`src/design/crrt_ram.sv`:
```
// ----------------------------------------------------------------------------
// crrt_ram
// Generic single-write, single-read RAM with a registered read port.
// ----------------------------------------------------------------------------
module crrt_ram #(
  parameter int WIDTH = 32,
  parameter int DEPTH = 32,
  localparam int AW   = $clog2(DEPTH)
) (
  input  logic             clk,
  input  logic             we,
  input  logic [AW-1:0]    waddr,
  input  logic [WIDTH-1:0] wdata,
  input  logic [AW-1:0]    raddr,
  output logic [WIDTH-1:0] rdata
);

  logic [WIDTH-1:0] mem [DEPTH];

  always_ff @(posedge clk) begin
    if (we) begin
      mem[waddr] <= wdata;
    end
    rdata <= mem[raddr];
  end

endmodule

```
`config.mk`:
```
export PLATFORM = sky130hd
export DESIGN_NAME = crrt_ram
export DESIGN_NICKNAME = d
export VERILOG_FILES = /design/src/design/crrt_ram.sv
export SDC_FILE = /design/constraint.sdc
export NUM_CORES = 1
export LEC_CHECK = 0
export ABC_AREA = 1
export BUFFER_PORTS_ARGS = -buffer_cell sky130_fd_sc_hd__buf_4
export CAP_MARGIN = 10
export CELL_PAD_IN_SITES_DETAIL_PLACEMENT = 0
export CELL_PAD_IN_SITES_GLOBAL_PLACEMENT = 2
export CORE_MARGIN = 1.5
export CORE_UTILIZATION = 44
export CTS_CLUSTER_SIZE = 16
export DETAILED_ROUTE_END_ITERATION = 8
export PLACE_DENSITY_LB_ADDON = 0.05
export SLEW_MARGIN = 20
export SYNTH_ARGS = -nofsm -noshare
export SYNTH_HDL_FRONTEND = slang
export SYNTH_SLANG_ARGS = --single-unit
export TNS_END_PERCENT = 50
```
`constraint.sdc`:
```
create_clock -name clk -period 2.85 [get_ports clk]
set_input_delay 0.57 -clock clk [delete_from_list [all_inputs] [get_ports clk]]
set_output_delay 0.57 -clock clk [all_outputs]
set_load 0.02 [all_outputs]
```
# Yosys cells after proc, flatten, opt, wreduce, memory -nomap -nowiden
# Memories as Yosys holds them, arrays and structs flattened. A register that Yosys moved wholly into a read port is not among the register bits.
# Cells that the tools add are included.
# Widths: inputs -> output; s select.
[classes] addsub=0 mul=0 n_div=0 n_lt_le_gt_ge=0 n_eq_ne=0 shift=0 n_mux=2 bitwise_logic=0 n_reduce_logical=0
[ops] cell="$mux 1" count=2
[word_totals] reg_bits=0 latch_bits=0 mem_bits_rw=1024 mem_bits_ro=0 word_cells=3 mem_count=1
[memory_table] name="mem" words=32 width=32 read_ports=1 rd_ports_with_merged_regs=1 wr=1 line_no="18" text="logic [WIDTH-1:0] mem [DEPTH];"

# Logic depth before layout (Yosys ltp)
# Gate-level depths: netlist of the first run.
[logic_depth] ltp_word=2 depth_mapped=12 mapped_depth_nobuf=9

# Least setup slack after synthesis of the first run
# OpenSTA, ideal clock, no wires.
[synth_path] path_kind="input port to flip-flop" from="in waddr[0]" to="mem mem[8][0] (enable)" setup_time_ps=421 arrival_ps=2225 required_time_ps=2429 slack_ps=204 stages=3 path_buffers=0 path_cell_list="inv_1 -> nand3_1 -> nor2_1"
[synth_lines] item="start: declaration" line_no="12" text="input logic [AW-1:0] waddr,"
[synth_lines] item="end: declaration" line_no="18"
# No word-level cell before the write port.

# Worst setup path after layout of the first run
[layout_path] from="reg rdata[26] (read register of mem)" to="out rdata[26]"
[layout_lines] item="start: declaration" line_no="15" text="output logic [WIDTH-1:0] rdata"
# No word-level cell between the ends.

==> metrics.csv, run 1 <==
metric;value;unit
antenna_found_initial;3;
cp_cell_sequence;buf_4;
p_leak;17.7;nW
synthArstFlopShare;0;%
endpoint_kind;primary output;
die_y;313;µm
critPathSlowestCell;dfxtp_1;
tns;0;ns
synth_common_cells;nand2_1 (1,440), edfxtp_1 (1,024), nand3_1 (780);
postSynthCellCount;3536;
yosysMostFrequentCell;nand2_1;
min_path_type;in2reg;
crit_required;2.28;ns
drive_above_1_share;10.4;%
diodes;0;
critPathTopFamily;flip-flops;
ant_nets;0;
grt_pass1_wl;183;mm
setup_viol;0;
clk_path_buf_depth;3;
grt_pass1_vias;26400;
ys_seq_area_share;74.0;%
synth_ff_type;edfxtp_1;
power.density;700;nW/µm²
vias;26900;
overflow;0;
fin_crit_sh;69.3;%
grt_most_used_layer;met2;
die_w;313;µm
rr_worst_depth;8;
final_area;48300;µm²
ios;76;
hpwl;65.2;mm
wl_per_cell;25.2;µm
die-area;98200;µm²
path_class;reg2out;
cts-hold-fix-buffers;0;
synth_top_area_share;72.5;%
yosys-top-cells-area;edfxtp_1 (73%), nand2_1 (13%), nand3_1 (9.2%);
outcome;finished, final reports clean;
drc;0;
synth_edf_count;1024;
crit_fanout;1;
path_clk_slew;0.06;ns
tightest_slew;0.835;ns
cp.depth;1;
finalMaxSlewViolations;0;
core_region_area;95300;µm²
synth_area;42400;µm²
synth_largest_area_cell;edfxtp_1;
area_growth;13.8;%
worstPathArrival;1.40;ns
final_core_util;50.7;%
irDropWorstVdd;0.485;mV
fin_crit;1.97;ns
synth_seq_cells;1056;
cpPeakStageDelay;0.51;ns
syn_avg_cell_area;12.0;µm²
start_util;44.5;%
use_met2;42.9;%
clock_skew;0.0208;ns
grtUsageTotal;25.8;%
cts_setup_buffers;0;
drtPass1Iterations;5;
cts_inserted_buffers;111;
synth_cell_type_count;14;
cts_resized;0;
maxCapViolations;0;
dr.first_iter.drc_count;2581;
startpoint_type;flop;
fmax;507;MHz
final-hold-violation-count;0;
grt_max_degree;114;
use_met1;35.3;%
clockRootBuffer;clkbuf_16;
wirelength;125;mm
placementRows;113;
htreeDepth;3;
min_path_cells;1;
syn_nets;3580;
cts_tree;done;
avgViaCountPerCell;5.41;
io_buffers;75;
rsz0062_at_grt;no;
synth_warnings;0;
relSlewSlack;44.3;%
cts_sinks;1056;
nets;3658;
place_area;44700;µm²
clk_latency;0.69;ns
path_buf_inv;1;
met3_usage;3.61;%
place.gp.congestion;0.770;
## state kept, by name, summed over array words and instances (netlist names)
signal / count
rdata: 32
mem: 1024
## metal layers
metal | vias up | wire length, µm
li1 | 12500 | -
met1 | 13500 | 54500
met2 | 771 | 60900
met3 | 184 | 6680
met4 | 4 | 3240
met5 | - | 23
## kinds of logic after synthesis
logic type,Yosys count,synth area share (%)
flops,1056,74.0
simple gates,2252,22.2
buf+inv,228,3.74
## layout by cell type (no fill, tap or decap), types with 7 or more instances in the layout
master	instances
buf_12	45
buf_4	135
bufinv_16	7
clkbuf_1	34
clkbuf_16	115
clkbuf_8	13
clkinv_1	12
clkinv_2	23
dfxtp_1	32
edfxtp_1	1024
nand2_1	1440
nand3_1	780
nor2_4	32
## stage by stage
stage,worst slack (ns),cells,hold slack (ns),total power [mW]
after floorplan,0.204,3536,0.669,18.9
after global placement,0.587,4766,0.739,19.8
after detailed placement,0.579,4766,0.739,19.9
after CTS,0.839,4977,0.253,34.1
after global routing,0.862,4977,0.283,34.9
final,0.876,4977,0.288,33.8
## power breakdown
group          switching, mW  internal, mW  leakage [nW]  total, mW
combinational           1.57         0.596          6.40       2.16
clock                   5.93          8.35          1.77       14.3
sequential            0.0924          17.3          9.49       17.4
## layout make-up
| type | instances | area, µm² |
|---|---|---|
| fillers | 8360 | 47000 |
| flip-flops and latches | 1056 | 31400 |
| multi-input cells | 2252 | 9670 |
| clock buffers | 162 | 3180 |
| repair buffers | 183 | 1960 |
| well taps | 1265 | 1580 |
| clock inverters | 49 | 429 |
| inverters | 10 | 67.6 |
## path summary, 6_finish.rpt
kind                    startpoint                     to  slack (ns)
max              rdata[26]$_DFF_P_              rdata[26]        0.88
min                      wdata[13]  mem[23][13]$_DFFE_PP_        0.29
max reg2reg   mem[4][29]$_DFFE_PP_      rdata[29]$_DFF_P_        1.59
min reg2reg  mem[18][27]$_DFFE_PP_      rdata[27]$_DFF_P_        0.75
No activity file was read; power rests on OpenSTA's default activity.
==> inputs of run 2 (changes only) <==
--- a/config.mk
+++ b/config.mk
@@ -11,7 +11,7 @@
 export CELL_PAD_IN_SITES_DETAIL_PLACEMENT = 0
 export CELL_PAD_IN_SITES_GLOBAL_PLACEMENT = 2
 export CORE_MARGIN = 1.5
-export CORE_UTILIZATION = 44
+export CORE_UTILIZATION = 39
 export CTS_CLUSTER_SIZE = 16
 export DETAILED_ROUTE_END_ITERATION = 8
 export PLACE_DENSITY_LB_ADDON = 0.05
==> constraint.sdc (replaced) <==
create_clock -name clk -period 1.6 [get_ports clk]
set_input_delay 0.32 -clock clk [delete_from_list [all_inputs] [get_ports clk]]
set_output_delay 0.32 -clock clk [all_outputs]
set_load 0.02 [all_outputs]
==> metrics.csv, run 2 (synthesized netlist as in run 1, its figures left out) <==
metric;value;unit
wl_per_cell;25.7;µm
core_region_area;108000;µm²
multiInputGateArea;9810;µm²
ios;76;
final_core_util;48.2;%
place_ws;-0.200;ns
nets;3857;
path_class;reg2out;
io_buffers;75;
clockRootBuffer;clkbuf_16;
grtUsageTotal;24.8;%
die_y;333;µm
min_path_type;in2reg;
clk_path_buf_depth;3;
maxCapViolations;0;
grt_max_degree;54;
cp.depth;1;
relSlewSlack;75.7;%
mostFrequentLayoutCells;nand2_1 (1,440), edfxtp_1 (1,024), nand3_1 (769), buf_4 (204), buf_12 (157);
drive_above_1_share;15.3;%
startpoint_type;flop;
critPathSlowestCell;dfxtp_4;
power.density;1210;nW/µm²
finalMaxSlewViolations;0;
cp_cell_sequence;buf_6;
fin_crit;1.56;ns
clock_skew;0.0183;ns
holdWs;0.0440;ns
outcome;finished, final reports clean;
drtPass1Iterations;5;
fmax;641;MHz
antenna_found_initial;3;
die-area;111000;µm²
grt_pass1_wl;197;mm
area_growth;22.1;%
path_clk_slew;0.06;ns
final-hold-violation-count;0;
fillers;9619;
tightest_slew;0.365;ns
drc;0;
p_leak;19.1;nW
fin_ws;0.0403;ns
worstPathArrival;1.24;ns
clk_latency;0.70;ns
endpoint_kind;primary output;
cts_sinks;1056;
vias;28000;
cts_inserted_buffers;117;
overflow;0;
rsz0062_at_grt;no;
reg_top3;mem x1024, rdata x32;
path_buf_inv;1;
setup_viol;0;
largest_register_ffs;1024;
avgViaCountPerCell;5.27;
fin_crit_sh;97.5;%
regMostFlops;mem;
final_common_cell;nand2_1;
cpPeakStageDelay;0.41;ns
placementRows;120;
min_path_cells;1;
wirelength;137;mm
irDropWorstVdd;0.797;mV
critPathTopFamily;flip-flops;
dr.first_iter.drc_count;2354;
cts_setup_buffers;0;
area.sequential;31400;µm²
hpwl;81.9;mm
place.gp.congestion;0.790;
start_util;39.4;%
crit_required;1.28;ns
die_w;333;µm
grt_pass1_vias;27200;
rr_worst_depth;8;
ant_nets;0;
cts_tree;done;
crit_fanout;1;
htreeDepth;3;
run 2: power breakdown:
group	internal, mW	switching [mW]
Clock	16.2	10.8
Sequential	30.8	0.173
Combinational	1.54	2.93
Total	48.5	13.9
run 2: path summary, 6_finish.rpt:
kind / slack (ns) / to / startpoint
max: 0.04 / rdata[17] / rdata[17]$_DFF_P_
min: 0.04 / mem[5][12]$_DFFE_PP_ / wdata[12]
max reg2reg: 0.38 / rdata[18]$_DFF_P_ / mem[19][18]$_DFFE_PP_
min reg2reg: 0.74 / rdata[5]$_DFF_P_ / mem[26][5]$_DFFE_PP_
run 2: area by class of cell:
class	instances	share of cell area, %
timing repair buffer	376	9.35
clock buffer	159	6.23
clock inverter	57	1.20
antenna	4	0.0193
tap	1403	3.39
inverter	10	0.167
sequential	1056	60.7
multi-input combinational	2252	18.9
run 2: timing repair:
action                                  in CTS  in global routing
endpoints found under the hold margin      151                  0
gates resized for setup                     27                  0
hold buffers                                 6                  0
endpoints found under the setup margin      13                  0
run 2: per-layer routing:
layer	track usage (%)	share of wire, %
met1	35.2	46
met2	40.0	47
met3	3.42	5.0
met4	7.03	2.4
met5	0	0.015
run 2: worst reg2reg max path, stage by stage (launching register included):
cell and delay (ns):
edfxtp_1 0.35, nand2_1 0.08, nand3_1 0.07, nand3_1 0.14
nand2_1 0.10, nand2_1 0.08, nand2_1 0.05, nand2_1 0.12
nand2_1 0.10
run 2: stage by stage:
stage	total power, mW	cell area (µm²)	instances	TNS, ns
3_5_place_dp	36.0	47800	5091	-28.87
5_1_grt	64.5	51800	5314	0
4_1_cts	63.1	51800	5313	-0.0157
3_3_place_gp	36.0	47800	5091	-27.00
6_report	62.5	51800	5317	0
2_1_floorplan	33.7	42800	3536	-1.04
==> inputs of run 3 (changes only) <==
--- a/config.mk
+++ b/config.mk
@@ -14,6 +14,7 @@
 export CORE_UTILIZATION = 39
 export CTS_CLUSTER_SIZE = 16
 export DETAILED_ROUTE_END_ITERATION = 8
+export GPL_TIMING_DRIVEN = 0
 export PLACE_DENSITY_LB_ADDON = 0.05
 export SLEW_MARGIN = 20
 export SYNTH_ARGS = -nofsm -noshare
==> metrics.csv, run 3 (synthesized netlist as in run 1, its figures left out) <==
metric;value;unit
endpoint_kind;flop;
die_w;333;µm
reg_top3;mem x1024, rdata x32;
outcome;complete, but fails checks;
startpoint_type;input port;
antenna_found_initial;9;
overflow;0;
r2r_slack;0.12;ns
die_y;333;µm
grt_max_degree;33;
setup_viol;1;
fmax;616;MHz
final_area;50100;µm²
cts_inserted_buffers;116;
rsz0062_at_grt;yes;
power.density;1230;nW/µm²
dr.first_iter.drc_count;2467;
regMostFlops;mem;
violations;setup timing;
fin_ws;-0.0225;ns
grt_pass1_wl;200;mm
area_growth;18.2;%
vias;27900;
largest_register_ffs;1024;
tns;-0.0225;ns
ios;76;
tightest_slew;0.923;ns
die-area;111000;µm²
fin_crit;1.62;ns
fin_crit_sh;101;%
maxCapViolations;0;
cts_sinks;1056;
path_class;in2reg;
crit_fanout;10;
drtPass1Iterations;6;
clk_latency;0.72;ns
placementRows;120;
wirelength;143;mm
grt_pass1_vias;27600;
min_path_type;in2reg;
core_region_area;108000;µm²
irDropWorstVdd;0.849;mV
start_util;39.4;%
clockRootBuffer;clkbuf_16;
mostFrequentLayoutCells;nand2_1 (1,440), edfxtp_1 (1,024), nand3_1 (769), clkbuf_16 (119), buf_4 (104);
finalMaxSlewViolations;0;
drc;0;
clock_skew;0.0308;ns
cts_setup_buffers;0;
final-hold-violation-count;0;
crit_required;2.11;ns
ant_nets;0;
wl_per_cell;27.0;µm
htreeDepth;3;
drive_above_1_share;13.8;%
p_leak;18.4;nW
hpwl;96.5;mm
avgViaCountPerCell;5.28;
relSlewSlack;38.5;%
place.gp.congestion;0.787;
clk_path_buf_depth;3;
path_clk_slew;0.06;ns
place_area;46300;µm²
nets;3820;
cts_tree;done;
worstPathArrival;2.13;ns
io_buffers;72;
final_common_cell;nand2_1;
grtUsageTotal;25.7;%
==> run 3: worst paths after layout <==
check,from,endpoint,depth (start not counted)
worst max-delay path,raddr[1],rdata[31]$_DFF_P_,10
worst min-delay path,wdata[30],mem[3][30]$_DFFE_PP_,1
worst max register to register,mem[21][15]$_DFFE_PP_,rdata[15]$_DFF_P_,8
worst min register to register,mem[14][14]$_DFFE_PP_,rdata[14]$_DFF_P_,8
==> run 3: what timing repair did <==
item,CTS,global route
endpoints found under the setup margin,29,16
endpoints found under the hold margin,4,0
gates resized for setup,19,18
hold buffers,1,0
==> run 3: per-stage QoR <==
| stage | worst slack, ns | hold slack [ns] | cells | total power, mW | utilization, % |
|---|---|---|---|---|---|
| 2_1_floorplan | -0.00810 | 0.419 | 3536 | 33.7 | - |
| 4_1_cts | 0.00179 | 0.00652 | 5281 | 62.3 | 46.6 |
| 3_5_place_dp | -0.986 | 0.731 | 5061 | 36.0 | 43.0 |
| 6_report | -0.0225 | 0.0619 | 5284 | 61.9 | 46.6 |
| 5_1_grt | -0.0121 | 0.0321 | 5281 | 63.7 | 46.6 |
| 3_3_place_gp | -1.21 | 0.735 | 5011 | 35.9 | 42.0 |
==> run 3: area by class of cell <==
type	count	area [µm²]
antenna	3	7.51
buffer	217	1600
clock buffer	159	3210
clock inverter	61	559
fill	9656	57400
inverter	10	63.8
multi-input combinational	2252	9810
sequential	1056	31400
tap	1403	1760
timing repair buffer	123	1720
==> run 3: power breakdown <==
group | total (mW) | internal, mW | switching, mW
clock network | 26.4 | 15.4 | 11.0
registers | 30.8 | 30.7 | 0.101
logic | 4.60 | 1.23 | 3.37
==> run 3: layer usage <==
layer	track usage (%)	up-vias	routed length [µm]
met1	34.0	14000	60600
li1	-	12900	-
met5	0	-	29
met4	6.91	4	3740
met3	3.56	214	7710
met2	44.3	865	70500
==> run 3: critical path, cell delays in order <==
cell and delay (ns):
buf_2 0.17, buf_4 0.37, buf_2 0.46, nand3_1 0.15
nand3_1 0.10, nand2_1 0.08, nand2_1 0.06, nand2_1 0.06
nand2_1 0.11, nand2_1 0.21
